### src/hw/rtl/bmms_pkg.sv
// shared types and constants for the block multiply-subtract unit
package bmms_pkg;

    localparam int IDX_W  = 3;
    localparam int ADDR_W = 2 * IDX_W;
    localparam int DEPTH  = 1 << ADDR_W;
    localparam int DATA_W = 32;
    localparam int FRAC_W = 16;

    localparam logic [DATA_W-1:0] SAT_MAX = 32'h7fff_ffff;
    localparam logic [DATA_W-1:0] SAT_MIN = 32'h8000_0000;

    typedef enum logic [1:0] {
        OP_LOAD_A  = 2'd0,
        OP_LOAD_B  = 2'd1,
        OP_LOAD_C  = 2'd2,
        OP_COMPUTE = 2'd3
    } op_t;

    typedef enum logic [5:0] {
        ST_IDLE   = 6'b000001,
        ST_FETCH  = 6'b000010,
        ST_MUL    = 6'b000100,
        ST_ACC    = 6'b001000,
        ST_RESULT = 6'b010000,
        ST_EMIT   = 6'b100000
    } state_t;

    typedef struct packed {
        logic              we;
        logic [ADDR_W-1:0] waddr;
        logic [ADDR_W-1:0] raddr;
    } mem_ctl_t;

endpackage

### src/hw/rtl/bmms_store.sv
// 64 x 32 element store, one write port and one registered read port
module bmms_store
    import bmms_pkg::*;
(
    input  logic              aclk,
    input  mem_ctl_t          ctl,
    input  logic [DATA_W-1:0] wdata,
    output logic [DATA_W-1:0] rdata
);

    logic [DATA_W-1:0] mem [DEPTH];
    logic [DATA_W-1:0] rdata_reg;

    always_ff @(posedge aclk) begin
        if (ctl.we) begin
            mem[ctl.waddr] <= wdata;
        end
        rdata_reg <= mem[ctl.raddr];
    end

    assign rdata = rdata_reg;

endmodule

### config.mk
export PLATFORM = sky130hd
export DESIGN_NAME = bmms_store
export DESIGN_NICKNAME = d
export VERILOG_FILES = /design/src/hw/rtl/bmms_pkg.sv /design/src/hw/rtl/bmms_store.sv
export SDC_FILE = /design/constraint.sdc
export NUM_CORES = 2
export LEC_CHECK = 0
export BUFFER_PORTS_ARGS = -buffer_cell sky130_fd_sc_hd__buf_2
export CAP_MARGIN = 5
export CORE_MARGIN = 10
export CORE_UTILIZATION = 60
export CTS_BUF_LIST = sky130_fd_sc_hd__clkbuf_2 sky130_fd_sc_hd__clkbuf_4 sky130_fd_sc_hd__clkbuf_8
export CTS_CLUSTER_DIAMETER = 80
export DETAILED_ROUTE_END_ITERATION = 16
export PLACE_DENSITY = 0.76
export SLEW_MARGIN = 20
export SYNTH_ARGS = -nofsm -noshare
export SYNTH_HDL_FRONTEND = slang
export SYNTH_SLANG_ARGS = --single-unit
### constraint.sdc
create_clock -name aclk -period 5.25 [get_ports aclk]
set_input_delay 0 -clock aclk [delete_from_list [all_inputs] [get_ports aclk]]
set_output_delay 0 -clock aclk [all_outputs]
set_load 0.02 [all_outputs]
==> impl_metrics.py <==
metrics = {
    "status": {
        "status": "finished clean",
    },
    "floorplanning": {
        "io_pins": 78,
        "core-area_mm2": 0.1298,
        "die_x_um": 381.7,
        "rows": 132,
        "dieArea_mm2": 0.1457,
        "initial_core_util_pct": 60.48,
        "die_h_um": 381.7,
    },
    "placed_design": {
        "placed_cell_area_mm2": 0.08171,
        "post-place-ws_ps": 1896,
        "portBuffers": 77,
        "gp_congestion": 0.8389,
        "hpwlAfterDp_mm": 109.2,
        "place_inst": 5074,
    },
    "setup_path": {
        "cp_top_family": "buffers and inverters",
        "crit_path_max_fanout": 81,
        "worst_ep_required_time_ps": 6090,
        "startpoint_type": "input port",
        "cp.arrival_ps": 4030,
        "reg2reg_slack_ps": 2990,
        "crit_chain": "dlygate4sd3_1 > buf_8 > buf_4 > or3b_2 > o221ai_1 > a21oi_1 > a21oi_1 > nor2_1",
        "critPathMostFrequentCell": "a21oi_1",
        "slowest_stage": "buf_4",
        "end_kind": "flop",
        "crit_buf_inv": 3,
        "cpPeakStageDelay_ps": 740,
        "criticalPathCategory": "in -> reg",
    },
    "pwr": {
        "ir_drop_mv": 0.3497,
        "power_mw": 33.40,
        "p_leak_nw": 27.91,
        "cellPowerDensity_mw_per_mm2": 377.0,
    },
    "yosys": {
        "synth.yosys.seq_area_share_pct": 79.14,
        "syn-cell-area_mm2": 0.07852,
        "ys_ff_latch": 2080,
        "synth_edf_count": 2048,
        "yosys_most_used_dff": "edfxtp_1",
        "synth.avg_cell_area_um2": 23.62,
        "synth_nets": 3370,
        "synthCells": 3324,
        "yosys_warnings": 0,
        "yosysTopAreaCellShare_pct": 78.33,
        "synth.distinct_cells": 34,
        "ys_async_sr_fraction_pct": 0,
        "synthTopCellsByArea": "edfxtp_1 78%, mux4_2 16%, mux2i_1 1.2%, dfxtp_1 0.82%, o22ai_1 0.67%",
        "synth_top_area_cell": "edfxtp_1",
    },
    "finish": {
        "largest_reg_flops": 2048,
        "multi_input_area_mm2": 0.01597,
        "nFillCells": 7582,
        "drive_above_1_share_pct": 33.25,
        "design_area_mm2": 0.08862,
        "finish.utilization_pct": 68.26,
        "area_growth_pct": 12.86,
        "layout_commonest_cell": "edfxtp_1",
        "stdcell_count": 5694,
        "final_cell_mix": "2,048 x edfxtp_1, 544 x mux4_2, 355 x clkbuf_8, 127 x buf_4, 95 x clkbuf_4",
        "fin_nets": 3753,
        "seq_area_mm2": 0.06214,
    },
    "routing": {
        "drc": 0,
        "drtIter0Drc": 5826,
        "wl_met2_mm": 94.74,
        "route.met3.wl_mm": 24.13,
        "route.top_layer_used": "met5",
        "met1_length_mm": 69.47,
        "vias": 38630,
        "vias_per_cell": 6.785,
        "dr.pass1.iters": 5,
        "wl_mm": 197.4,
        "wl_per_cell_um": 34.67,
        "ant_nets": 0,
    },
    "run": {
        "maxCapViolCount": 0,
    },
    "sta": {
        "fin_worst_skew_ps": 51.84,
        "fin_crit_sh_pct": 60.70,
        "max_slew_margin_pct": 20.48,
        "setup_viol": 0,
        "fmaxAchievable_mhz": 313.8,
        "period_needed_ps": 3187,
        "tns_ps": 0,
        "hold-worst-slack_ps": 102.7,
        "worst_slack_ps": 2063,
        "hold_viol": 0,
        "worst_pin_slew_ps": 1190,
        "rsz0062_at_grt": "false",
        "slew_violations": 0,
    },
    "clock_network": {
        "cts_buffer_depth": 4,
        "cts_sinks": 2080,
        "cts_buffers": 328,
        "cts.reportedPaths.clkPinSlew_ps": 70,
        "htreeDepth": 5,
        "clock-root-buffer": "clkbuf_8",
        "clk_latency_ps": 1020,
        "tritoncts": "done",
    },
    "global_routing": {
        "antenna_found_initial": 12,
        "grtUsageTotal_pct": 27.19,
        "grt_pass1_vias": 39080,
        "grt_pass1_wl_mm": 283.1,
        "grt_remaining_overflow": 0,
        "grt_max_degree": 82,
    },
    "hold_path": {
        "hold_path.class": "in -> reg",
    },
}
[logic make-up (layout without fill, tap and decap cells)]
logic type | Yosys count | in the layout | share of synthesized area, %
AOI/OAI and AO/OA | 202 | 202 | 1.673
buffers and inverters | 182 | 804 | 1.128
DFF | 2080 | 2080 | 79.14
muxes | 637 | 637 | 16.79
other | 0 | 6 | 0
and+or+nand+nor | 223 | 223 | 1.265
[cell usage after synthesis, types with 12 or more instances]
cell / number
a22oi_1: 12
mux4_2: 544
a21oi_1: 62
buf_2: 57
clkbuf_1: 74
mux2i_1: 93
buf_1: 21
nor2_1: 137
nor2b_1: 15
buf_4: 25
o22ai_1: 84
dfxtp_1: 32
nand2_1: 26
o221ai_1: 27
edfxtp_1: 2048
[routing by layer]
metal / vias to the layer above / GRT usage, %
met3: 521 / 6.745
met2: 2816 / 42.18
met1: 20190 / 37.19
met5: - / 0
li1: 15100 / -
met4: 10 / 11.67
[repair_timing]
| action | in CTS | in global routing |
|---|---|---|
| resized for setup | 0 | 0 |
| endpoints found under the hold margin | 2182 | 0 |
| hold buffers | 41 | 0 |
| buffers inserted | 0 | 0 |
[layout make-up]
class                           instances  share of cell area (%)
Timing Repair Buffer                  235                   2.256
Tap cell                             1742                   2.460
Multi-Input combinational cell       1062                   18.02
Clock inverter                        119                  0.8034
Sequential cell                      2080                   70.12
Antenna cell                            6                 0.01694
Clock buffer                          450                   6.318
[worst register-to-register path: stages, from the launching register on]
cell      delay (ps)
edfxtp_1         380
mux4_2           490
mux4_2           520
o22ai_1          630
nor2_1           110
[power breakdown]
| part | internal (mW) | switching [mW] |
|---|---|---|
| logic | 0.622 | 1.04 |
| registers | 18.4 | 0.0904 |
| clock network | 7.23 | 6.04 |
[path summary, 6_finish.rpt]
| kind | start | end | cells past startpoint |
|---|---|---|---|
| worst min-delay path | wdata[3] | mem[32][3]$_DFFE_PP_ | 2 |
| worst max register to register | mem[15][2]$_DFFE_PP_ | rdata[2]$_DFF_P_ | 4 |
| worst max-delay path | ctl[1] | rdata[28]$_DFF_P_ | 8 |
| worst min register to register | mem[28][20]$_DFFE_PP_ | rdata[20]$_DFF_P_ | 4 |
(Power assumes the default switching activity.)
